File: config.mk
export PLATFORM = sky130hd
export DESIGN_NAME = tach_gauge_shift_blink
export DESIGN_NICKNAME = d
export VERILOG_FILES = /design/src/rtl/tgsb_pkg.sv /design/src/rtl/tgsb_div.sv /design/src/rtl/tach_gauge_shift_blink.sv
export SDC_FILE = /design/constraint.sdc
export NUM_CORES = 1
export LEC_CHECK = 0
export BUFFER_PORTS_ARGS = -buffer_cell sky130_fd_sc_hd__buf_2
export CAP_MARGIN = 20
export CORE_ASPECT_RATIO = 1.75
export CORE_UTILIZATION = 41
export CTS_BUF_LIST = sky130_fd_sc_hd__clkbuf_4
export DETAILED_ROUTE_END_ITERATION = 7
export SLEW_MARGIN = 20
export SYNTH_ARGS = -nofsm -noshare
export SYNTH_HDL_FRONTEND = slang
export SYNTH_HIERARCHICAL = 1
export SYNTH_SLANG_ARGS = --single-unit
File: constraint.sdc
create_clock -name aclk -period 11.65 [get_ports aclk]
set_clock_uncertainty 0.1 [all_clocks]
set_input_delay 1.165 -clock aclk [delete_from_list [all_inputs] [get_ports aclk]]
set_output_delay 1.165 -clock aclk [all_outputs]
set_load 0.02 [all_outputs]
File: src/rtl/tgsb_pkg.sv
`timescale 1ns / 1ps
// Shared types, register map and constants for the tach gauge block.
package tgsb_pkg;

    localparam int SPEED_W      = 16;
    localparam int MS_W         = 10;
    localparam int SCALE_W      = 8;
    localparam int GAUGE_W      = 15;
    localparam int PRODUCT_W    = SPEED_W + SCALE_W;
    localparam int APB_ADDR_W   = 5;
    localparam int APB_DATA_W   = 32;
    localparam int REG_IDX_W    = 3;

    localparam logic [GAUGE_W-1:0] GAUGE_MAX = {GAUGE_W{1'b1}};

    // Register indexes; byte address is four times the index.
    localparam logic [REG_IDX_W-1:0] REG_ROUND_STEP   = 3'd0;
    localparam logic [REG_IDX_W-1:0] REG_TACH_MIN     = 3'd1;
    localparam logic [REG_IDX_W-1:0] REG_REDLINE      = 3'd2;
    localparam logic [REG_IDX_W-1:0] REG_FULL_SCALE   = 3'd3;
    localparam logic [REG_IDX_W-1:0] REG_SHIFT_SPEED  = 3'd4;
    localparam logic [REG_IDX_W-1:0] REG_BLINK_PERIOD = 3'd5;
    localparam logic [REG_IDX_W-1:0] REG_CHANGE_FILT  = 3'd6;

    // Register reset values.
    localparam logic [SPEED_W-1:0] RST_ROUND_STEP   = 16'd50;
    localparam logic [SPEED_W-1:0] RST_TACH_MIN     = 16'd3000;
    localparam logic [SPEED_W-1:0] RST_REDLINE      = 16'd13000;
    localparam logic [SCALE_W-1:0] RST_FULL_SCALE   = 8'd100;
    localparam logic [SPEED_W-1:0] RST_SHIFT_SPEED  = 16'd12000;
    localparam logic [MS_W-1:0]    RST_BLINK_PERIOD = 10'd500;
    localparam logic [SPEED_W-1:0] RST_CHANGE_FILT  = 16'd125;

    typedef enum logic [1:0] {
        ST_IDLE,
        ST_PREP,
        ST_LAUNCH,
        ST_WAIT
    } state_t;

endpackage

File: src/rtl/tgsb_div.sv
`timescale 1ns / 1ps
// Bit-serial restoring divider: one quotient bit per cycle.
module tgsb_div #(
    parameter int DIVIDEND_W = tgsb_pkg::SPEED_W,
    parameter int DIVISOR_W  = tgsb_pkg::SPEED_W
) (
    input  logic                  aclk,
    input  logic                  aresetn,
    input  logic                  start,
    input  logic [DIVIDEND_W-1:0] dividend,
    input  logic [DIVISOR_W-1:0]  divisor,
    output logic                  busy,
    output logic [DIVIDEND_W-1:0] quotient,
    output logic [DIVISOR_W-1:0]  remainder
);

    localparam int CNT_W = $clog2(DIVIDEND_W);
    localparam logic [CNT_W-1:0] LAST_STEP = CNT_W'(DIVIDEND_W - 1);

    logic                  busy_reg,  busy_next;
    logic [CNT_W-1:0]      cnt_reg,   cnt_next;
    logic [DIVIDEND_W-1:0] quo_reg,   quo_next;
    logic [DIVISOR_W-1:0]  rem_reg,   rem_next;

    logic [DIVISOR_W:0]    shifted;
    logic [DIVISOR_W:0]    trial;
    logic                  fits;

    // The dividend shifts out of quo_reg at the top while quotient bits enter at the bottom.
    assign shifted = {rem_reg, quo_reg[DIVIDEND_W-1]};
    assign trial   = shifted - {1'b0, divisor};
    assign fits    = (shifted >= {1'b0, divisor});

    always_comb begin
        busy_next = busy_reg;
        cnt_next  = cnt_reg;
        quo_next  = quo_reg;
        rem_next  = rem_reg;
        if (start) begin
            busy_next = 1'b1;
            cnt_next  = '0;
            quo_next  = dividend;
            rem_next  = '0;
        end else if (busy_reg) begin
            quo_next = {quo_reg[DIVIDEND_W-2:0], fits};
            rem_next = fits ? trial[DIVISOR_W-1:0] : shifted[DIVISOR_W-1:0];
            cnt_next = cnt_reg + 1'b1;
            if (cnt_reg == LAST_STEP) begin
                busy_next = 1'b0;
            end
        end
    end

    always_ff @(posedge aclk) begin
        if (!aresetn) begin
            busy_reg <= 1'b0;
        end else begin
            busy_reg <= busy_next;
        end
    end

    always_ff @(posedge aclk) begin
        cnt_reg <= cnt_next;
        quo_reg <= quo_next;
        rem_reg <= rem_next;
    end

    assign busy      = busy_reg;
    assign quotient  = quo_reg;
    assign remainder = rem_reg;

endmodule

File: src/rtl/tach_gauge_shift_blink.sv
`timescale 1ns / 1ps
// Top level: tach gauge scaling, digit rounding and shift-light blinking.
// A new item is taken only after the previous result has moved into the output register.
// The 24-step bit-serial gauge divider is the longest of the three dividers.
// The rounding and blink remainders run on their own 16- and 10-step dividers in parallel.
// Reset (aresetn low, synchronous) loads the register defaults and clears the last shown speed.
// The output register holds a finished result while the next item is taken in.
module tach_gauge_shift_blink (
    input  logic                                aclk,
    input  logic                                aresetn,
    // Input channel
    input  logic                                s_valid,
    output logic                                s_ready,
    input  logic [tgsb_pkg::SPEED_W-1:0]        s_speed,
    input  logic [tgsb_pkg::MS_W-1:0]           s_ms_in_second,
    // Result channel
    output logic                                m_valid,
    input  logic                                m_ready,
    output logic [tgsb_pkg::SPEED_W-1:0]        m_digits_value,
    output logic                                m_gauge_write,
    output logic [tgsb_pkg::GAUGE_W-1:0]        m_gauge_value,
    // Configuration port
    input  logic                                psel,
    input  logic                                penable,
    input  logic                                pwrite,
    input  logic [tgsb_pkg::APB_ADDR_W-1:0]     paddr,
    input  logic [tgsb_pkg::APB_DATA_W-1:0]     pwdata,
    output logic [tgsb_pkg::APB_DATA_W-1:0]     prdata,
    output logic                                pready
);

    import tgsb_pkg::*;

    // ------------------------------------------------------------------
    // Configuration registers. A write lands on the access phase of the
    // transfer; the port never inserts wait states.
    // ------------------------------------------------------------------
    logic [SPEED_W-1:0] round_step_reg,   round_step_next;
    logic [SPEED_W-1:0] tach_min_reg,     tach_min_next;
    logic [SPEED_W-1:0] redline_reg,      redline_next;
    logic [SCALE_W-1:0] full_scale_reg,   full_scale_next;
    logic [SPEED_W-1:0] shift_speed_reg,  shift_speed_next;
    logic [MS_W-1:0]    blink_period_reg, blink_period_next;
    logic [SPEED_W-1:0] change_filt_reg,  change_filt_next;

    logic                 cfg_write;
    logic [REG_IDX_W-1:0] cfg_idx;

    assign pready    = 1'b1;
    assign cfg_write = psel && penable && pwrite && pready;
    assign cfg_idx   = paddr[APB_ADDR_W-1:2];

    always_comb begin
        round_step_next   = round_step_reg;
        tach_min_next     = tach_min_reg;
        redline_next      = redline_reg;
        full_scale_next   = full_scale_reg;
        shift_speed_next  = shift_speed_reg;
        blink_period_next = blink_period_reg;
        change_filt_next  = change_filt_reg;
        if (cfg_write) begin
            unique case (cfg_idx)
                REG_ROUND_STEP:   round_step_next   = pwdata[SPEED_W-1:0];
                REG_TACH_MIN:     tach_min_next     = pwdata[SPEED_W-1:0];
                REG_REDLINE:      redline_next      = pwdata[SPEED_W-1:0];
                REG_FULL_SCALE:   full_scale_next   = pwdata[SCALE_W-1:0];
                REG_SHIFT_SPEED:  shift_speed_next  = pwdata[SPEED_W-1:0];
                REG_BLINK_PERIOD: blink_period_next = pwdata[MS_W-1:0];
                REG_CHANGE_FILT:  change_filt_next  = pwdata[SPEED_W-1:0];
                default: ;
            endcase
        end
    end

    always_comb begin
        unique case (cfg_idx)
            REG_ROUND_STEP:   prdata = APB_DATA_W'(round_step_reg);
            REG_TACH_MIN:     prdata = APB_DATA_W'(tach_min_reg);
            REG_REDLINE:      prdata = APB_DATA_W'(redline_reg);
            REG_FULL_SCALE:   prdata = APB_DATA_W'(full_scale_reg);
            REG_SHIFT_SPEED:  prdata = APB_DATA_W'(shift_speed_reg);
            REG_BLINK_PERIOD: prdata = APB_DATA_W'(blink_period_reg);
            REG_CHANGE_FILT:  prdata = APB_DATA_W'(change_filt_reg);
            default:          prdata = '0;
        endcase
    end

    always_ff @(posedge aclk) begin
        if (!aresetn) begin
            round_step_reg   <= RST_ROUND_STEP;
            tach_min_reg     <= RST_TACH_MIN;
            redline_reg      <= RST_REDLINE;
            full_scale_reg   <= RST_FULL_SCALE;
            shift_speed_reg  <= RST_SHIFT_SPEED;
            blink_period_reg <= RST_BLINK_PERIOD;
            change_filt_reg  <= RST_CHANGE_FILT;
        end else begin
            round_step_reg   <= round_step_next;
            tach_min_reg     <= tach_min_next;
            redline_reg      <= redline_next;
            full_scale_reg   <= full_scale_next;
            shift_speed_reg  <= shift_speed_next;
            blink_period_reg <= blink_period_next;
            change_filt_reg  <= change_filt_next;
        end
    end

    // ------------------------------------------------------------------
    // Sequencer. IDLE takes a transfer, PREP registers the product and the
    // comparison flags, LAUNCH starts the three dividers, and WAIT hands
    // the result to the output register once the dividers are done and
    // the output register is free.
    // ------------------------------------------------------------------
    state_t state_reg, state_next;

    logic div_busy_any;
    logic out_free;
    logic prep_en;
    logic launch;
    logic finish;

    assign out_free = !m_valid || m_ready;

    always_comb begin
        state_next = state_reg;
        unique case (state_reg)
            ST_IDLE:   if (s_valid) state_next = ST_PREP;
            ST_PREP:   state_next = ST_LAUNCH;
            ST_LAUNCH: state_next = ST_WAIT;
            ST_WAIT:   if (!div_busy_any && out_free) state_next = ST_IDLE;
            default:   state_next = ST_IDLE;
        endcase
    end

    always_comb begin
        s_ready = 1'b0;
        prep_en = 1'b0;
        launch  = 1'b0;
        finish  = 1'b0;
        unique case (state_reg)
            ST_IDLE:   s_ready = 1'b1;
            ST_PREP:   prep_en = 1'b1;
            ST_LAUNCH: launch  = 1'b1;
            ST_WAIT:   finish  = !div_busy_any && out_free;
            default: ;
        endcase
    end

    always_ff @(posedge aclk) begin
        if (!aresetn) begin
            state_reg <= ST_IDLE;
        end else begin
            state_reg <= state_next;
        end
    end

    // ------------------------------------------------------------------
    // Item datapath.
    // ------------------------------------------------------------------
    logic [SPEED_W-1:0]   speed_reg,      speed_next;
    logic [MS_W-1:0]      ms_reg,         ms_next;
    logic [PRODUCT_W-1:0] product_reg,    product_next;
    logic                 above_min_reg,  above_min_next;
    logic                 above_shift_reg, above_shift_next;
    logic                 moved_reg,      moved_next;
    logic                 span_ok_reg,    span_ok_next;
    logic [SPEED_W-1:0]   last_shown_reg, last_shown_next;

    logic [SPEED_W-1:0]   speed_over_min;
    logic [SPEED_W-1:0]   span;
    logic [SPEED_W-1:0]   speed_delta;

    assign speed_over_min = speed_reg - tach_min_reg;
    assign span           = redline_reg - tach_min_reg;
    assign speed_delta    = (speed_reg > last_shown_reg) ? (speed_reg - last_shown_reg)
                                                         : (last_shown_reg - speed_reg);

    always_comb begin
        speed_next       = speed_reg;
        ms_next          = ms_reg;
        product_next     = product_reg;
        above_min_next   = above_min_reg;
        above_shift_next = above_shift_reg;
        moved_next       = moved_reg;
        span_ok_next     = span_ok_reg;
        if (s_valid && s_ready) begin
            speed_next = s_speed;
            ms_next    = s_ms_in_second;
        end
        if (prep_en) begin
            product_next     = PRODUCT_W'(full_scale_reg) * PRODUCT_W'(speed_over_min);
            above_min_next   = speed_reg > tach_min_reg;
            above_shift_next = speed_reg > shift_speed_reg;
            moved_next       = speed_delta > change_filt_reg;
            span_ok_next     = redline_reg > tach_min_reg;
        end
    end

    always_ff @(posedge aclk) begin
        speed_reg       <= speed_next;
        ms_reg          <= ms_next;
        product_reg     <= product_next;
        above_min_reg   <= above_min_next;
        above_shift_reg <= above_shift_next;
        moved_reg       <= moved_next;
        span_ok_reg     <= span_ok_next;
    end

    // Three serial dividers share the launch strobe and run side by side.
    logic                 round_busy, gauge_busy, blink_busy;
    logic [SPEED_W-1:0]   round_quo;
    logic [SPEED_W-1:0]   round_rem;
    logic [PRODUCT_W-1:0] gauge_quo;
    logic [SPEED_W-1:0]   gauge_rem;
    logic [MS_W-1:0]      blink_quo;
    logic [MS_W-1:0]      blink_rem;

    tgsb_div #(
        .DIVIDEND_W (SPEED_W),
        .DIVISOR_W  (SPEED_W)
    ) u_round_div (
        .aclk      (aclk),
        .aresetn   (aresetn),
        .start     (launch),
        .dividend  (speed_reg),
        .divisor   (round_step_reg),
        .busy      (round_busy),
        .quotient  (round_quo),
        .remainder (round_rem)
    );

    tgsb_div #(
        .DIVIDEND_W (PRODUCT_W),
        .DIVISOR_W  (SPEED_W)
    ) u_gauge_div (
        .aclk      (aclk),
        .aresetn   (aresetn),
        .start     (launch),
        .dividend  (product_reg),
        .divisor   (span),
        .busy      (gauge_busy),
        .quotient  (gauge_quo),
        .remainder (gauge_rem)
    );

    tgsb_div #(
        .DIVIDEND_W (MS_W),
        .DIVISOR_W  (MS_W)
    ) u_blink_div (
        .aclk      (aclk),
        .aresetn   (aresetn),
        .start     (launch),
        .dividend  (ms_reg),
        .divisor   (blink_period_reg),
        .busy      (blink_busy),
        .quotient  (blink_quo),
        .remainder (blink_rem)
    );

    assign div_busy_any = round_busy || gauge_busy || blink_busy;

    // Only remainders are needed from the rounding and blink dividers, and
    // only the quotient from the gauge divider.
    logic unused_div_bits;
    assign unused_div_bits = ^{round_quo, gauge_rem, blink_quo};

    // Result assembly. A zero round step passes the speed through. The
    // blink is off in the first half of the period; with a period of zero
    // or one the half period is zero and the gauge is never forced off.
    logic [GAUGE_W-1:0] scaled;
    logic               blink_off;
    logic               gauge_write;

    assign scaled = !span_ok_reg ? '0 :
                    (gauge_quo > PRODUCT_W'(GAUGE_MAX)) ? GAUGE_MAX :
                    gauge_quo[GAUGE_W-1:0];
    assign blink_off   = blink_rem < {1'b0, blink_period_reg[MS_W-1:1]};
    assign gauge_write = above_min_reg && (above_shift_reg || moved_reg);

    // Below the shift point a gauge update also moves the last shown speed.
    always_comb begin
        last_shown_next = last_shown_reg;
        if (finish && above_min_reg && !above_shift_reg && moved_reg) begin
            last_shown_next = speed_reg;
        end
    end

    always_ff @(posedge aclk) begin
        if (!aresetn) begin
            last_shown_reg <= '0;
        end else begin
            last_shown_reg <= last_shown_next;
        end
    end

    // ------------------------------------------------------------------
    // Output register. It holds a finished result until the transfer on
    // the result channel, independent of the input side.
    // ------------------------------------------------------------------
    logic               m_valid_reg,  m_valid_next;
    logic [SPEED_W-1:0] m_digits_reg, m_digits_next;
    logic               m_write_reg,  m_write_next;
    logic [GAUGE_W-1:0] m_gauge_reg,  m_gauge_next;

    always_comb begin
        m_valid_next  = m_valid_reg;
        m_digits_next = m_digits_reg;
        m_write_next  = m_write_reg;
        m_gauge_next  = m_gauge_reg;
        if (m_valid_reg && m_ready) begin
            m_valid_next = 1'b0;
        end
        if (finish) begin
            m_valid_next  = 1'b1;
            m_digits_next = (round_step_reg == '0) ? speed_reg : (speed_reg - round_rem);
            m_write_next  = gauge_write;
            m_gauge_next  = (!gauge_write || (above_shift_reg && blink_off)) ? '0 : scaled;
        end
    end

    always_ff @(posedge aclk) begin
        if (!aresetn) begin
            m_valid_reg <= 1'b0;
        end else begin
            m_valid_reg <= m_valid_next;
        end
    end

    always_ff @(posedge aclk) begin
        m_digits_reg <= m_digits_next;
        m_write_reg  <= m_write_next;
        m_gauge_reg  <= m_gauge_next;
    end

    assign m_valid        = m_valid_reg;
    assign m_digits_value = m_digits_reg;
    assign m_gauge_write  = m_write_reg;
    assign m_gauge_value  = m_gauge_reg;

    // ------------------------------------------------------------------
    // Assertions.
    // ------------------------------------------------------------------

    // A new item is never taken while a divider still works on the last one.
    assert property (@(posedge aclk) disable iff (!aresetn)
        s_ready |-> !div_busy_any)
        else $error("input taken while a divider is busy");

    // A result without a gauge update carries a zero gauge value.
    assert property (@(posedge aclk) disable iff (!aresetn)
        (m_valid && !m_gauge_write) |-> (m_gauge_value == '0))
        else $error("gauge value set without gauge write");

    // The last shown speed only moves when a result is handed over.
    assert property (@(posedge aclk) disable iff (!aresetn)
        !$stable(last_shown_reg) |-> $past(finish))
        else $error("last shown speed changed outside result hand-over");

    // The output register is loaded only when it is free.
    assert property (@(posedge aclk) disable iff (!aresetn)
        finish |-> (!m_valid || m_ready))
        else $error("result loaded over a pending result");

endmodule

**Word-level counts from Yosys, hierarchy flattened**

Cells that the tools add are included.

- Memories kept: 0
- Latch bits: 0
- Output and inout bits: 67
- Register bits: 311
- Memory bits (read-only): 0
- Bits of input ports: 70
- RAM bits: 0

- $mul: 1
- Add/sub/neg operators: 11
- Magnitude comparators: 10
- Reduce and logical (&&, ||, !) cells: 35
- Equality and inequality tests: 14
- Shift-type cells: 0
- Bitwise gates (word level): 1
- Muxes and demuxes: 31
- Divide/modulo/power cells: 0

Operators with widths:

| operator | count |
|---|---|
| case mux 16 bit (7 select lines) | 1 |
| subtractor 16 bit | 7 |
| two-way mux 16 bit | 6 |
| greater-than comparator 16 bit | 5 |
| two-way mux 24 bit | 2 |
| greater-or-equal comparator 17 x 16 -> 1 bit | 2 |
| two-way mux 10 bit | 3 |
| greater-than comparator 24 x 15 -> 1 bit (second input constant) | 1 |
| multiplier 8 x 16 -> 24 bit | 1 |
| zero test 16 bit | 1 |
| AND reduction 2 bit | 8 |
| two-way mux 1 bit | 15 |
| two-way mux 15 bit | 1 |
| greater-or-equal comparator 11 x 10 -> 1 bit | 1 |
| logical AND 1 bit | 10 |
| < comparator 10 x 9 -> 1 bit | 1 |
| subtractor 10 bit | 1 |
| == test 3 bit (second input constant) | 3 |
| adder 4 x 1 -> 4 bit (second input constant) | 2 |
| == test 4 bit (second input constant) | 2 |
| case mux 2 bit (4 select lines) | 1 |
| nonzero test 2 bit | 4 |
| == test 3 x 2 -> 1 bit (second input constant) | 2 |
| adder 5 x 1 -> 5 bit (second input constant) | 1 |
| 12 further kinds | 22 |

**Longest topological paths before layout**

- Depth after elaboration: 8
- Gate-level depth with buffers: 26
- Gate-level depth less buffers: 25

**Cells and area by module**

The synthesis kept the hierarchy.

Modules (own cells, without submodules):

| module | instances | sequential area each (µm²) | cells each | area each (µm²) |
|---|---|---|---|---|
| tach_gauge_shift_blink | 1 | 4924.7 | 2011 | 17548.1 |
| tgsb_div at u_gauge_div | 1 | 1161.1 | 319 | 3041.7 |
| tgsb_div at u_round_div | 1 | 900.9 | 297 | 2603.7 |
| tgsb_div at u_blink_div | 1 | 600.6 | 168 | 1654.1 |

**Least setup slack after synthesis**

No wires, ideal clock.

- Path kind: register to register
- Start point: reg speed_reg[1]
- End point: reg product_reg[19], data pin
- Setup slack: 5.170 ns
- Period minus slack after synthesis: 6.480 ns
- Setup time: 0.258 ns
- Arrival: 6.122 ns
- Stages on the path, launching flop included: 25
- Path buffers: 0
- Cell sequence: edfxtp_1 -> inv_1 -> fa_1 -> nor2b_1 -> o21ai_1 -> a21boi_1 -> o221a_2 -> o211ai_1 -> nor3b_2 -> or3b_1 -> fa_1 -> inv_1 -> fa_1 -> fa_1 -> inv_1 -> fa_1 -> inv_1 -> ha_1 -> a21oi_1 -> o21ai_0 -> and2_1 -> o21ai_0 -> or3b_2 -> a21oi_1 -> xnor2_1

- Cells in the longest elaborated chain, start to end: 2

RTL lines:

| element | RTL line | source |
|---|---|---|
| start: declaration | tach_gauge_shift_blink.sv:160 | `logic [SPEED_W-1:0] speed_reg, speed_next;` |
| start signal: assignment | tach_gauge_shift_blink.sv:200 | `speed_reg <= speed_next;` |
| subtractor 16 bit | tach_gauge_shift_blink.sv:173 | `assign speed_over_min = speed_reg - tach_min_reg;` |
| multiplier 8 x 16 -> 24 bit | tach_gauge_shift_blink.sv:191 | `product_next = PRODUCT_W'(full_scale_reg) * PRODUCT_W'(speed_over_min);` |
| end signal: assignment | tach_gauge_shift_blink.sv:202 | `product_reg <= product_next;` |
| end: declaration | tach_gauge_shift_blink.sv:162 | `logic [PRODUCT_W-1:0] product_reg, product_next;` |

No other way between the ends.
A chain may end at the register's enable or synchronous reset.

**Worst setup path in the final report**

- Start point: reg speed_reg[0]
- End point: reg product_reg[22], data pin

The elaborated chain is that of the path after synthesis.

==> impl_metrics.env <==
export IMPL_ant_nets=0
export IMPL_synth_area_leaders="edfxtp_1, dfxtp_1, ha_1"
export IMPL_area_growth_pct=8.81
export IMPL_fin_crit_sh=0.666
export IMPL_cts_sinks=311
export IMPL_port_buffers=101
export IMPL_synthArstFlopShare=0
export IMPL_io_pins=137
export IMPL_synth_top_area_cell="edfxtp_1"
export IMPL_powerDensity_nw_per_um2=276
export IMPL_dieArea_sq_um=61600
export IMPL_finalPower_mw=7.46
export IMPL_ys_flop_type="dfxtp_1"
export IMPL_max_stage_delay_ns=0.58
export IMPL_combPwrFrac=0.618
export IMPL_cp_top_family="adder cells"
export IMPL_avgSynthCellArea_sq_um=8.89
export IMPL_hold_ws_ns=0.348
export IMPL_cp_max_fo=8
export IMPL_drt_wirelength_per_cell_um=19.9
export IMPL_post_cts_resized=0
export IMPL_clk_latency_ns=0.89
export IMPL_dr_pass1_iters=5
export IMPL_fin_crit_ns=7.76
export IMPL_globalRouteOverflowTotal=0
export IMPL_reg2reg_from="speed_reg[0]"
export IMPL_worst_ep_arrival_time_ns=8.24
export IMPL_utilization=0.451
export IMPL_setup_violations_final=0
export IMPL_cts_made_buffers=81
export IMPL_postPlaceCellArea_sq_um=25900
export IMPL_antenna_found_initial=4
export IMPL_globalplace_congestion=0.929
export IMPL_die_w_um=188
export IMPL_hold_violations=0
export IMPL_design_area_sq_um=27000
export IMPL_cts_buffer_depth=3
export IMPL_startpoint_type="register"
export IMPL_ys_warnings_count=6
export IMPL_coreArea_sq_um=60000
export IMPL_worstSetupPathType="register to register"
export IMPL_ir_drop_mv=0.323
export IMPL_tightest_slew_ns=1.06
export IMPL_cts_root_buf="clkbuf_4"
export IMPL_p_leak_nw=11.6
export IMPL_cp_buffers_inverters=4
export IMPL_synth_seq_cells=311
export IMPL_cts_clk_slew_worst_paths_ns=0.07
export IMPL_grt_pass1_wl_um=116000
export IMPL_rrSetupSlack_ns=3.89
export IMPL_h_tree_depth=3
export IMPL_start_util=0.414
export IMPL_viasPerCell=5.57
export IMPL_dp_hpwl_um=55600
export IMPL_yosysMostFrequentCell="inv_1"
export IMPL_run_status="finished, final reports clean"
export IMPL_drive_above_1_share=0.129
export IMPL_critPathLaunch="speed_reg[0]"
export IMPL_crit_path_end_kind="register"
export IMPL_rows=119
export IMPL_synthCells=2795
export IMPL_nNetsFinal=3257
export IMPL_track_usage=0.243
export IMPL_syn_area_sq_um=24800
export IMPL_yosysSeqAreaShare=0.305
export IMPL_maxCapViolCount=0
export IMPL_min_from="s_speed[13]"
export IMPL_p_sw_mw=3.41
export IMPL_switching_share=0.458
export IMPL_cts_tree="yes"
export IMPL_clock_power_share=0.138
export IMPL_timing_setup_tns_ns=0
export IMPL_cp_slowest_cell="xnor2_1"
export IMPL_grt_max_degree=116
export IMPL_synth_edf_count=136
export IMPL_synthTopCellsByCount="inv_1, nand2_1, ha_1"
export IMPL_die_h_um=328
export IMPL_grt_pass1_vias=21229
export IMPL_hold_path_class="input port to register"
export IMPL_cts_hold_buf=0
export IMPL_crit_top_cell="fa_1"
export IMPL_vias=20811
export IMPL_max_freq_mhz=129
export IMPL_drc=0
export IMPL_rsz0062_at_grt="false"
export IMPL_cp_required_ns=12.13
export IMPL_maxSlewHeadroom=0.288
export IMPL_path_cells="inv_1, ha_1, fa_1, nor2b_1, o21ai_1, a21boi_1, o221a_2, nor2_1, xnor2_1, nand2_1, fa_1, inv_1, fa_1, fa_1, inv_1, fa_1, inv_1, ha_1, nand4_1, o311ai_1, o21ai_1, a32oi_1, mux2i_1, nand3_1"
export IMPL_maxSlewViolCount=0
export IMPL_wl_um=74300
export IMPL_synth_top_area_frac=0.164
export IMPL_synth_cell_types=102
export IMPL_seq_power_share=0.244
export IMPL_post_cts_setup_buffer_count=0
export IMPL_intPower_mw=4.04
export IMPL_initialDrtViolationCount=1197
[cell usage in the layout, fill, tap and decap left out, drive strengths merged, types with 23 or more instances in the layout]
cell    netlist  layout
a211oi       24      24
a21boi       80      80
a21o         52      52
a21oi       129     129
a311oi       23      23
a31oi        23      23
and2         70      70
and3         26      26
buf          49     131
clkbuf       92     122
dfxtp       175     175
edfxtp      136     136
fa           92      92
ha          212     212
inv         298     300
mux2         59      59
mux2i        55      55
nand2       293     293
nand2b       46      46
nand3        63      63
nand4        29      29
nor2        182     182
nor2b        52      52
nor3         35      35
nor3b        23      23
o211ai       48      48
o21ai       131     131
xnor2        58      58
xor2         27      27
[routing by layer]
metal	GRT usage	up-vias	share of wire
met3	0.0395	245	0.042
met4	0.184	4	0.077
li1	-	9977	-
met2	0.447	586	0.52
met1	0.243	9999	0.36
met5	0	-	0.00035
[kinds of logic after synthesis]
kind of cell,share of synthesized area
AOI/OAI and AO/OA,0.183
xor gates and xnor gates,0.0300
adders and majority gates,0.181
buffers and inverters,0.0737
DFF,0.305
muxes,0.0537
other,0.000302
and+or+nand+nor,0.174
[power by group through the flow]
stage               logic (mW)  clock network (mW)  registers (mW)
global placement          4.46                   0            1.84
CTS                       4.61                1.07            1.83
floorplan                 3.55                   0            1.79
global route              5.19                1.11            1.86
detailed placement        4.55                   0            1.85
finish                    4.61                1.03            1.82
[worst paths after layout]
kind	cells past startpoint	to
setup / recovery	24	product_reg[22]
hold reg to reg	2	u_gauge_div/remainder[6]
hold / removal	1	speed_reg[13]
setup reg to reg	24	product_reg[22]
[layout make-up]
cell class / instances / area (sq um)
clock inverter: 25 / 165
timing repair buffer: 131 / 737
clock buffer: 122 / 916
inverter: 298 / 1120
tap: 786 / 983
multi-input combinational: 2060 / 15500
antenna: 4 / 10.0
sequential: 311 / 7590
fill: 5878 / 33000
[stage by stage]
step,worst slack [ns],instances
after floorplan,5.17,2810
after global placement,3.92,3586
after detailed placement,3.87,3586
after CTS,3.81,3733
after global routing,3.51,3736
final,3.89,3737
(Power assumes the default switching activity.)
